--- src/rtl/srpc_pkg.sv ---
package srpc_pkg;

    // Field widths
    localparam int CFG_W     = 13;
    localparam int POT_W     = 10;
    localparam int OPC_W     = 3;
    localparam int WIDTH_W   = 14;
    localparam int PROD_W    = POT_W + CFG_W;
    localparam int MODE_W    = 2;
    localparam int CNT_OUT_W = 6;
    localparam int POS_OUT_W = 5;
    localparam int QUOT_W    = 13;

    // Reset values and scale
    localparam logic [CFG_W-1:0]   BASE_RESET     = 13'd1953;
    localparam logic [CFG_W-1:0]   SPAN_RESET     = 13'd1683;
    localparam logic [WIDTH_W-1:0] WIDTH_RESET    = 14'd3000;
    localparam logic [POT_W:0]     ADC_FULL_SCALE = 11'd1023;

    // Command queue depth
    localparam int QUEUE_DEPTH = 2;

    // Register index, taken from paddr[2]
    localparam logic REG_BASE = 1'b0;
    localparam logic REG_SPAN = 1'b1;

    // Operation after classification
    typedef enum logic [2:0] {
        OP_SAMPLE = 3'd0,
        OP_RECORD = 3'd1,
        OP_SAVE   = 3'd2,
        OP_PLAY   = 3'd3,
        OP_STOP   = 3'd4,
        OP_TICK   = 3'd5,
        OP_NOP    = 3'd6
    } op_t;

    // Controller mode
    typedef enum logic [2:0] {
        MODE_NORMAL = 3'b001,
        MODE_RECORD = 3'b010,
        MODE_PLAY   = 3'b100
    } mode_t;

    // Mode as reported on the result
    localparam logic [MODE_W-1:0] MODE_CODE_NORMAL = 2'd0;
    localparam logic [MODE_W-1:0] MODE_CODE_RECORD = 2'd1;
    localparam logic [MODE_W-1:0] MODE_CODE_PLAY   = 2'd2;

    // One classified item in the queue
    typedef struct packed {
        op_t               op;
        logic [PROD_W-1:0] product;
    } cmd_t;

    // Queue status seen by both sides
    typedef struct packed {
        logic full;
        logic empty;
    } qstat_t;

endpackage

--- src/rtl/srpc_front.sv ---
module srpc_front
(
    input  logic                          s_tvalid,
    output logic                          s_tready,
    input  logic [15:0]                   s_tdata,    // [9:0] pot_sample
    input  logic [srpc_pkg::OPC_W-1:0]    s_tuser,    // [2:0] opcode
    input  logic [srpc_pkg::CFG_W-1:0]    pulse_span,
    input  srpc_pkg::qstat_t              q_status,
    output logic                          push,
    output srpc_pkg::cmd_t                push_cmd
);

    logic [srpc_pkg::POT_W-1:0] pot;

    // Accept whenever the queue has room
    assign s_tready = !q_status.full;
    assign push     = s_tvalid && !q_status.full;
    assign pot      = s_tdata[srpc_pkg::POT_W-1:0];

    // Classify the opcode and scale the sample by the span
    always_comb
    begin
        unique case (s_tuser)
            srpc_pkg::OP_SAMPLE: push_cmd.op = srpc_pkg::OP_SAMPLE;
            srpc_pkg::OP_RECORD: push_cmd.op = srpc_pkg::OP_RECORD;
            srpc_pkg::OP_SAVE:   push_cmd.op = srpc_pkg::OP_SAVE;
            srpc_pkg::OP_PLAY:   push_cmd.op = srpc_pkg::OP_PLAY;
            srpc_pkg::OP_STOP:   push_cmd.op = srpc_pkg::OP_STOP;
            srpc_pkg::OP_TICK:   push_cmd.op = srpc_pkg::OP_TICK;
            default:             push_cmd.op = srpc_pkg::OP_NOP;
        endcase
        push_cmd.product = srpc_pkg::PROD_W'(pot) * srpc_pkg::PROD_W'(pulse_span);
    end

endmodule

--- src/rtl/srpc_queue.sv ---
module srpc_queue
(
    input  logic             clk,
    input  logic             rst_n,
    input  logic             push,
    input  srpc_pkg::cmd_t   push_cmd,
    input  logic             pop,
    output srpc_pkg::cmd_t   pop_cmd,
    output srpc_pkg::qstat_t q_status
);

    localparam int PW = (srpc_pkg::QUEUE_DEPTH > 1) ? $clog2(srpc_pkg::QUEUE_DEPTH) : 1;
    localparam int CW = $clog2(srpc_pkg::QUEUE_DEPTH + 1);
    localparam logic [CW-1:0] FULL_CNT = CW'(srpc_pkg::QUEUE_DEPTH);
    localparam logic [PW-1:0] LAST_PTR = PW'(srpc_pkg::QUEUE_DEPTH - 1);

    srpc_pkg::cmd_t slot_reg [srpc_pkg::QUEUE_DEPTH];
    logic [PW-1:0]  wr_ptr_reg;
    logic [PW-1:0]  rd_ptr_reg;
    logic [CW-1:0]  count_reg;
    logic [PW-1:0]  wr_ptr_next;
    logic [PW-1:0]  rd_ptr_next;
    logic [CW-1:0]  count_next;

    assign q_status.full  = (count_reg == FULL_CNT);
    assign q_status.empty = (count_reg == '0);
    assign pop_cmd        = slot_reg[rd_ptr_reg];

    // Advance pointers and fill count
    always_comb
    begin
        wr_ptr_next = wr_ptr_reg;
        rd_ptr_next = rd_ptr_reg;
        count_next  = count_reg;
        if (push)
        begin
            wr_ptr_next = (wr_ptr_reg == LAST_PTR) ? '0 : wr_ptr_reg + 1'b1;
        end
        if (pop)
        begin
            rd_ptr_next = (rd_ptr_reg == LAST_PTR) ? '0 : rd_ptr_reg + 1'b1;
        end
        if (push && !pop)
        begin
            count_next = count_reg + 1'b1;
        end
        else if (pop && !push)
        begin
            count_next = count_reg - 1'b1;
        end
    end

    always_ff @(posedge clk or negedge rst_n)
    begin
        if (!rst_n)
        begin
            wr_ptr_reg <= '0;
            rd_ptr_reg <= '0;
            count_reg  <= '0;
        end
        else
        begin
            wr_ptr_reg <= wr_ptr_next;
            rd_ptr_reg <= rd_ptr_next;
            count_reg  <= count_next;
        end
    end

    // Store the pushed item
    always_ff @(posedge clk)
    begin
        if (push)
        begin
            slot_reg[wr_ptr_reg] <= push_cmd;
        end
    end

endmodule

--- src/rtl/srpc_back.sv ---
module srpc_back
#(
    parameter int MAX_STEPS = 32
)
(
    input  logic                         clk,
    input  logic                         rst_n,
    input  logic [srpc_pkg::CFG_W-1:0]   pulse_base,
    input  srpc_pkg::qstat_t             q_status,
    input  srpc_pkg::cmd_t               pop_cmd,
    output logic                         pop,
    output logic                         m_tvalid,
    input  logic                         m_tready,
    output logic [31:0]                  m_tdata
);

    localparam int CW = $clog2(MAX_STEPS + 1);
    localparam int IW = (MAX_STEPS > 1) ? $clog2(MAX_STEPS) : 1;
    localparam logic [CW-1:0] MAX_CNT = CW'(MAX_STEPS);
    localparam int WW = srpc_pkg::WIDTH_W;

    // Execute stage state
    srpc_pkg::mode_t mode_reg;
    srpc_pkg::mode_t mode_next;
    logic [CW-1:0]   count_reg;
    logic [CW-1:0]   count_next;
    logic [IW-1:0]   index_reg;
    logic [IW-1:0]   index_next;
    logic [CW-1:0]   step;
    logic            adv;
    logic            exec;
    logic            load;
    logic            sample;
    logic            save;
    logic [IW-1:0]   rd_addr;

    // Sample scaling
    logic [srpc_pkg::QUOT_W-1:0] hi_part;
    logic [WW-1:0]               fold1;
    logic [srpc_pkg::POT_W:0]    fold2;
    logic                        carry;
    logic [WW-1:0]               quot;
    logic [WW-1:0]               sample_width;

    // Resolve stage
    logic            s2_valid_reg;
    logic            s2_load_reg;
    logic            s2_sample_reg;
    logic            s2_save_reg;
    logic [WW-1:0]   s2_width_reg;
    logic [IW-1:0]   s2_addr_reg;
    srpc_pkg::mode_t s2_mode_reg;
    logic [CW-1:0]   s2_count_reg;
    logic [IW-1:0]   s2_index_reg;
    logic [WW-1:0]   width_reg;
    logic [WW-1:0]   width_next;
    logic [WW-1:0]   load_data;
    logic            wr_en;

    // Position store
    logic [WW-1:0]   store [MAX_STEPS];
    logic [WW-1:0]   rd_data_reg;
    logic            byp_hit_reg;
    logic [WW-1:0]   byp_data_reg;

    // Output register
    logic            m_tvalid_reg;
    logic [31:0]     m_tdata_reg;
    logic [srpc_pkg::MODE_W-1:0] mode_code;

    assign adv      = !m_tvalid_reg || m_tready;
    assign pop      = adv && !q_status.empty;
    assign exec     = pop;
    assign m_tvalid = m_tvalid_reg;
    assign m_tdata  = m_tdata_reg;

    // Divide the product by 1023: x = 1024a + b gives x/1023 = a + (a+b)/1023, folded twice
    always_comb
    begin
        hi_part      = pop_cmd.product[srpc_pkg::PROD_W-1:srpc_pkg::POT_W];
        fold1        = WW'(hi_part) + WW'(pop_cmd.product[srpc_pkg::POT_W-1:0]);
        fold2        = (srpc_pkg::POT_W + 1)'(fold1[WW-1:srpc_pkg::POT_W])
                     + (srpc_pkg::POT_W + 1)'(fold1[srpc_pkg::POT_W-1:0]);
        carry        = (fold2 >= srpc_pkg::ADC_FULL_SCALE);
        quot         = WW'(hi_part) + WW'(fold1[WW-1:srpc_pkg::POT_W]) + WW'(carry);
        sample_width = WW'(pulse_base) + quot;
    end

    // Execute the mode, count and index updates of one item
    always_comb
    begin
        mode_next  = mode_reg;
        count_next = count_reg;
        index_next = index_reg;
        load       = 1'b0;
        sample     = 1'b0;
        save       = 1'b0;
        rd_addr    = '0;
        step       = CW'(index_reg) + 1'b1;
        if (exec)
        begin
            unique case (pop_cmd.op)
                srpc_pkg::OP_SAMPLE:
                begin
                    sample = (mode_reg != srpc_pkg::MODE_PLAY);
                end
                srpc_pkg::OP_RECORD:
                begin
                    if (mode_reg == srpc_pkg::MODE_RECORD)
                    begin
                        mode_next = srpc_pkg::MODE_NORMAL;
                    end
                    else if (mode_reg == srpc_pkg::MODE_NORMAL)
                    begin
                        mode_next  = srpc_pkg::MODE_RECORD;
                        count_next = '0;
                    end
                end
                srpc_pkg::OP_SAVE:
                begin
                    if (mode_reg == srpc_pkg::MODE_RECORD && count_reg < MAX_CNT)
                    begin
                        save       = 1'b1;
                        count_next = count_reg + 1'b1;
                    end
                end
                srpc_pkg::OP_PLAY:
                begin
                    if (mode_reg == srpc_pkg::MODE_PLAY)
                    begin
                        mode_next = srpc_pkg::MODE_NORMAL;
                    end
                    else if (count_reg != '0)
                    begin
                        mode_next  = srpc_pkg::MODE_PLAY;
                        index_next = '0;
                        load       = 1'b1;
                    end
                end
                srpc_pkg::OP_STOP:
                begin
                    mode_next  = srpc_pkg::MODE_NORMAL;
                    count_next = '0;
                    index_next = '0;
                end
                srpc_pkg::OP_TICK:
                begin
                    if (mode_reg == srpc_pkg::MODE_PLAY && count_reg != '0)
                    begin
                        index_next = (step >= count_reg) ? '0 : step[IW-1:0];
                        load       = 1'b1;
                        rd_addr    = index_next;
                    end
                end
                default:
                begin
                end
            endcase
        end
    end

    always_ff @(posedge clk or negedge rst_n)
    begin
        if (!rst_n)
        begin
            mode_reg  <= srpc_pkg::MODE_NORMAL;
            count_reg <= '0;
            index_reg <= '0;
        end
        else
        begin
            mode_reg  <= mode_next;
            count_reg <= count_next;
            index_reg <= index_next;
        end
    end

    // Hand the executed item to the resolve stage
    always_ff @(posedge clk or negedge rst_n)
    begin
        if (!rst_n)
        begin
            s2_valid_reg <= 1'b0;
        end
        else if (adv)
        begin
            s2_valid_reg <= exec;
        end
    end

    always_ff @(posedge clk)
    begin
        if (adv)
        begin
            s2_load_reg   <= load;
            s2_sample_reg <= sample;
            s2_save_reg   <= save;
            s2_width_reg  <= sample_width;
            s2_addr_reg   <= count_reg[IW-1:0];
            s2_mode_reg   <= mode_next;
            s2_count_reg  <= count_next;
            s2_index_reg  <= index_next;
        end
    end

    // Write saves in the resolve stage; read for loads in the execute stage
    assign wr_en = adv && s2_valid_reg && s2_save_reg;

    always_ff @(posedge clk)
    begin
        if (adv)
        begin
            rd_data_reg  <= store[rd_addr];
            byp_hit_reg  <= wr_en && (s2_addr_reg == rd_addr);
            byp_data_reg <= width_reg;
        end
        if (wr_en)
        begin
            store[s2_addr_reg] <= width_reg;
        end
    end

    // Resolve the width after this item
    always_comb
    begin
        load_data = byp_hit_reg ? byp_data_reg : rd_data_reg;
        if (s2_load_reg)
        begin
            width_next = load_data;
        end
        else if (s2_sample_reg)
        begin
            width_next = s2_width_reg;
        end
        else
        begin
            width_next = width_reg;
        end
    end

    always_ff @(posedge clk or negedge rst_n)
    begin
        if (!rst_n)
        begin
            width_reg <= srpc_pkg::WIDTH_RESET;
        end
        else if (adv && s2_valid_reg)
        begin
            width_reg <= width_next;
        end
    end

    // Encode the mode for the result
    always_comb
    begin
        unique case (s2_mode_reg)
            srpc_pkg::MODE_RECORD: mode_code = srpc_pkg::MODE_CODE_RECORD;
            srpc_pkg::MODE_PLAY:   mode_code = srpc_pkg::MODE_CODE_PLAY;
            default:               mode_code = srpc_pkg::MODE_CODE_NORMAL;
        endcase
    end

    // Output register
    always_ff @(posedge clk or negedge rst_n)
    begin
        if (!rst_n)
        begin
            m_tvalid_reg <= 1'b0;
        end
        else if (adv)
        begin
            m_tvalid_reg <= s2_valid_reg;
        end
    end

    always_ff @(posedge clk)
    begin
        if (adv && s2_valid_reg)
        begin
            m_tdata_reg <= {3'b000,
                            srpc_pkg::POS_OUT_W'(s2_index_reg),
                            srpc_pkg::CNT_OUT_W'(s2_count_reg),
                            (s2_mode_reg == srpc_pkg::MODE_PLAY),
                            (s2_mode_reg == srpc_pkg::MODE_RECORD),
                            mode_code,
                            width_next};
        end
    end

endmodule

--- src/rtl/servo_record_playback_controller_unit.sv ---
// Teach-and-replay servo controller. Each input item is one event (opcode in s_tuser,
// potentiometer sample in s_tdata) and yields exactly one result item: the commanded pulse
// width, mode, LEDs, stored count and replay position after that event. Items are taken
// one per cycle and results leave one per cycle, in order, while the output is not stalled.
// An accepted item passes through a two-entry command queue (scaled sample and opcode), the
// execute stage (mode, count and index updates and the store read) and the resolve stage,
// which resolves the width into the output register. An output stall holds the back part;
// the queue then fills and drops s_tready, and once the output moves again the input stays
// held off until the full queue frees a slot. The position store is a MAX_STEPS-entry memory
// with a registered read port; it needs no clearing after reset, so items are accepted as
// soon as reset is released. pulse_base and pulse_span are written over the APB port; the
// user must write them only while idle, which the block itself does not enforce.
module servo_record_playback_controller_unit
#(
    parameter int MAX_STEPS = 32
)
(
    input  logic        clk,
    input  logic        rst_n,
    input  logic        s_tvalid,
    output logic        s_tready,
    input  logic [15:0] s_tdata,    // [9:0] pot_sample
    input  logic [2:0]  s_tuser,    // [2:0] opcode
    output logic        m_tvalid,
    input  logic        m_tready,
    output logic [31:0] m_tdata,    // [13:0] pulse_width, [15:14] mode_now, [16] record_led,
                                    // [17] play_led, [23:18] stored_count, [28:24] play_position
    input  logic        psel,
    input  logic        penable,
    input  logic        pwrite,
    input  logic [2:0]  paddr,
    input  logic [31:0] pwdata,
    output logic [31:0] prdata,
    output logic        pready
);

    logic [srpc_pkg::CFG_W-1:0] base_reg;
    logic [srpc_pkg::CFG_W-1:0] span_reg;
    logic                       cfg_write;
    logic                       push;
    logic                       pop;
    srpc_pkg::cmd_t             push_cmd;
    srpc_pkg::cmd_t             pop_cmd;
    srpc_pkg::qstat_t           q_status;

    // Configuration registers
    assign pready    = 1'b1;
    assign cfg_write = psel && penable && pwrite && pready;

    always_ff @(posedge clk or negedge rst_n)
    begin
        if (!rst_n)
        begin
            base_reg <= srpc_pkg::BASE_RESET;
            span_reg <= srpc_pkg::SPAN_RESET;
        end
        else if (cfg_write)
        begin
            unique case (paddr[2])
                srpc_pkg::REG_BASE: base_reg <= pwdata[srpc_pkg::CFG_W-1:0];
                srpc_pkg::REG_SPAN: span_reg <= pwdata[srpc_pkg::CFG_W-1:0];
                default:
                begin
                end
            endcase
        end
    end

    // Read back the addressed register
    always_comb
    begin
        unique case (paddr[2])
            srpc_pkg::REG_BASE: prdata = 32'(base_reg);
            srpc_pkg::REG_SPAN: prdata = 32'(span_reg);
            default:            prdata = '0;
        endcase
    end

    srpc_front u_front
    (
        .s_tvalid   (s_tvalid),
        .s_tready   (s_tready),
        .s_tdata    (s_tdata),
        .s_tuser    (s_tuser),
        .pulse_span (span_reg),
        .q_status   (q_status),
        .push       (push),
        .push_cmd   (push_cmd)
    );

    srpc_queue u_queue
    (
        .clk      (clk),
        .rst_n    (rst_n),
        .push     (push),
        .push_cmd (push_cmd),
        .pop      (pop),
        .pop_cmd  (pop_cmd),
        .q_status (q_status)
    );

    srpc_back #(.MAX_STEPS(MAX_STEPS)) u_back
    (
        .clk        (clk),
        .rst_n      (rst_n),
        .pulse_base (base_reg),
        .q_status   (q_status),
        .pop_cmd    (pop_cmd),
        .pop        (pop),
        .m_tvalid   (m_tvalid),
        .m_tready   (m_tready),
        .m_tdata    (m_tdata)
    );

`ifndef SYNTHESIS
    // A full queue must hold off the input side
    assert property (@(posedge clk) disable iff (!rst_n) q_status.full |-> !s_tready)
        else $error("input taken while command queue is full");

    // Record and playback never show together
    assert property (@(posedge clk) disable iff (!rst_n)
        m_tvalid |-> !(m_tdata[16] && m_tdata[17]))
        else $error("record and play LEDs both lit");

    // Play LED follows the reported mode
    assert property (@(posedge clk) disable iff (!rst_n)
        m_tvalid |-> (m_tdata[17] == (m_tdata[15:14] == srpc_pkg::MODE_CODE_PLAY)))
        else $error("play LED disagrees with mode");

    // During replay the position stays inside the stored entries
    assert property (@(posedge clk) disable iff (!rst_n)
        (m_tvalid && m_tdata[17]) |-> ((MAX_STEPS > 32) || (m_tdata[28:24] < m_tdata[23:18])))
        else $error("replay position beyond stored count");
`endif

endmodule
--- config.mk ---
export PLATFORM = sky130hd
export DESIGN_NAME = servo_record_playback_controller_unit
export DESIGN_NICKNAME = d
export VERILOG_FILES = /design/src/rtl/srpc_pkg.sv /design/src/rtl/srpc_front.sv /design/src/rtl/srpc_queue.sv /design/src/rtl/srpc_back.sv /design/src/rtl/servo_record_playback_controller_unit.sv
export SDC_FILE = /design/constraint.sdc
export NUM_CORES = 1
export LEC_CHECK = 0
export BUFFER_PORTS_ARGS = -buffer_cell sky130_fd_sc_hd__buf_2
export CAP_MARGIN = 20
export CORE_MARGIN = 3
export CORE_UTILIZATION = 56
export DETAILED_ROUTE_END_ITERATION = 6
export PLACE_DENSITY_LB_ADDON = 0.08
export SLEW_MARGIN = 20
export SYNTH_ARGS = -nofsm -noshare
export SYNTH_HDL_FRONTEND = slang
export SYNTH_HIERARCHICAL = 1
export SYNTH_SLANG_ARGS = --single-unit
--- constraint.sdc ---
create_clock -name clk -period 6.35 [get_ports clk]
set_input_delay 0.635 -clock clk [delete_from_list [all_inputs] [get_ports clk]]
set_output_delay 0.635 -clock clk [all_outputs]
set_load 0.01 [all_outputs]
==> flow_metrics.env <==
export IMPL_largest_register_ffs=448
export IMPL_start_util_pct=57.0
export IMPL_die_x_um=246
export IMPL_setup_viol=0
export IMPL_worstPathMaxFanout=5
export IMPL_grt_max_degree=109
export IMPL_drtIter0Drc=1816
export IMPL_total_power_uw=21000
export IMPL_hold_path_class="input port to asynchronous set/reset pin"
export IMPL_final_nets=2969
export IMPL_cts_max_level=3
export IMPL_critPathCaptureType="flip-flop"
export IMPL_yosys_most_used_dff="edfxtp_1"
export IMPL_synth_cell_types=82
export IMPL_antenna_found_initial=0
export IMPL_cp_slowest_stage_delay_ns=0.42
export IMPL_cap_violations=0
export IMPL_n_antenna_cell=0
export IMPL_path_buf_inv=5
export IMPL_synth_top_cell_by_area="edfxtp_1"
export IMPL_relSlewSlack_pct=29.3
export IMPL_gr_usage_all_layers_pct=27.1
export IMPL_netlist_area_mm2=0.0323
export IMPL_layout_drive_gt1_share_pct=16.5
export IMPL_ioPinCount=128
export IMPL_crit_path_start_kind="flip-flop"
export IMPL_detail_route_wl_per_cell_um=23.2
export IMPL_finClkSkew_ns=0.0279
export IMPL_rows=87
export IMPL_placedCellCount=3379
export IMPL_async_reset_ff_share_pct=9.19
export IMPL_core_mm2=0.0567
export IMPL_final_cells=3515
export IMPL_max_vdd_ir_drop_v=0.000626
export IMPL_cts_hold_buffers=0
export IMPL_fin_tns_setup_ns=0
export IMPL_insertion_delay_ns=0.62
export IMPL_vias_per_cell=5.98
export IMPL_cts_made_buffers=70
export IMPL_critical_path_top_delay_family="compound AO/OA/AOI/OAI gates"
export IMPL_hold_viol_final=0
export IMPL_synth_area_top_cells="edfxtp_1 55%, fa_1 5.8%, nand2_1 4.1%"
export IMPL_area_delta_synth_final_pct=12.4
export IMPL_route_detailed_drc=0
export IMPL_seq_area_frac_synth_pct=59.9
export IMPL_overflow=0
export IMPL_worst_slew_pin_slew_ns=1.03
export IMPL_worst_path_max_delay_cell="fa_1"
export IMPL_dieArea_mm2=0.0606
export IMPL_ys_top_cells_by_count="593 x edfxtp_1, 354 x nand2_1, 155 x nor2_1"
export IMPL_totalWireLength_um=81500
export IMPL_ys_ff_latch=653
export IMPL_clockRootBuffer="clkbuf_16"
export IMPL_clk_path_buf_depth=3
export IMPL_dr_pass1_iters=6
export IMPL_fin_crit_sh_pct=99.1
export IMPL_port_buffers=77
export IMPL_crit_type="flip-flop to flip-flop"
export IMPL_grt_pass1_wl_um=124000
export IMPL_num_vias=21000
export IMPL_cp_required_ns=6.69
export IMPL_synth_edf_count=593
export IMPL_rsz0062_at_grt="yes"
export IMPL_ant_nets=0
export IMPL_outcome="finished, final reports clean"
export IMPL_drv_slew=0
export IMPL_fin_crit_ns=6.30
export IMPL_syn_inst=2589
export IMPL_synth_most_common_cell="edfxtp_1"
export IMPL_postSynthAreaPerCell_um2=12.5
export IMPL_gp_congestion=0.906
export IMPL_cts_sinks=653
export IMPL_hpwl_um=52500
export IMPL_cts_tree="built"
export IMPL_yosysTopAreaCellShare_pct=55.1
export IMPL_power_density_mw_per_mm2=578
export IMPL_clkTransAtPathRegs_ns=0.06
export IMPL_fp_dieH_um=246
export IMPL_crit_arrival_ns=6.64
export IMPL_leakage_uw=0.0139
export IMPL_yosysWarnings=6
export IMPL_grt_pass1_vias=20800
export IMPL_fmax_ghz=0.159
[cells in the final DEF, fill, tap and decap left out, types with 25 or more instances in the layout]
cell	netlist	routed
nor3_1	93	93
a211oi_1	26	25
a21oi_1	124	118
nor2_1	155	151
mux2i_1	34	34
fa_1	93	90
xnor2_1	33	32
buf_4	25	105
clkbuf_16	0	71
inv_1	113	111
ha_1	104	99
o21ai_0	85	82
buf_2	28	77
nand3_1	104	104
nand2_1	354	353
and2_1	73	71
mux2_4	29	32
dfrtp_1	40	40
o22ai_1	31	31
edfxtp_1	593	593
mux2_2	53	50
[report_power, final]
part / total [µW] / internal [µW] / switching, µW
combinational: 10000 / 4110 / 5930
sequential: 6970 / 6350 / 623
clock: 3970 / 2320 / 1650
[kinds of logic (layout without fill, tap and decap cells)]
kind of cell | count (synthesis) | count (layout) | synth area share (%)
adders and majority gates | 197 | 197 | 9.79
other | 3 | 23 | 0.0349
xor gates and xnor gates | 55 | 55 | 1.49
and+or+nand+nor | 896 | 896 | 13.0
buffers and inverters | 275 | 425 | 3.77
AOI/OAI and AO/OA | 394 | 394 | 7.84
muxes | 116 | 116 | 4.25
DFF | 653 | 653 | 59.9
[per-stage QoR]
stage	setup slack [ns]	hold WS, ns	util (%)	instance area, µm²
6_report	0.0541	0.200	64.0	36300
4_1_cts	0.0116	0.208	63.8	36200
3_3_place_gp	-0.193	0.405	59.6	33800
2_1_floorplan	0.0290	0.339	-	32400
3_5_place_dp	-0.423	0.405	59.6	33800
5_1_grt	-0.223	0.238	64.0	36300
[area by class of cell]
class                           count  area [µm²]
Clock buffer                       89        1880
Clock inverter                     31         348
Fill cell                        4263       20400
Inverter                          113         424
Multi-Input combinational cell   1681       12000
Sequential cell                   653       19300
Tap cell                          756         946
Timing Repair Buffer              192        1360
[worst paths after layout]
| check | startpoint | endpoint | slack (ns) | cells past startpoint |
|---|---|---|---|---|
| min in group clk | s_tuser[2] | u_queue/slot_reg[1][25] | 0.25 | 1 |
| hold / removal | rst_n | u_back/m_tvalid | 0.20 | 2 |
| setup reg to reg | u_queue/rd_ptr_reg | u_back/s2_width_reg[12] | 0.05 | 31 |
| max in group asynchronous | rst_n | u_back/index_reg[0] | 5.60 | 2 |
| hold reg to reg | u_back/s2_count_reg[2] | u_back/m_tdata[20] | 0.42 | 0 |
| setup / recovery | u_queue/rd_ptr_reg | u_back/s2_width_reg[12] | 0.05 | 31 |
[metal layers]
layer  track usage (%)  up-vias  wire, µm
met3              3.96      160      5280
met1              36.6    10500     33800
met5                 0        -         0
li1                  -     9546         -
met2              44.7      776     39500
met4              10.4        0      2970
[timing repair]
| item | 4_1_cts | 5_1_grt |
|---|---|---|
| pin swaps | 20 | 22 |
| buffers inserted | 10 | 6 |
| setup endpoints to repair | 5 | 5 |
| resized for setup | 26 | 14 |
| endpoints found under the hold margin | 0 | 0 |
No activity file was read; power rests on OpenSTA's default activity.
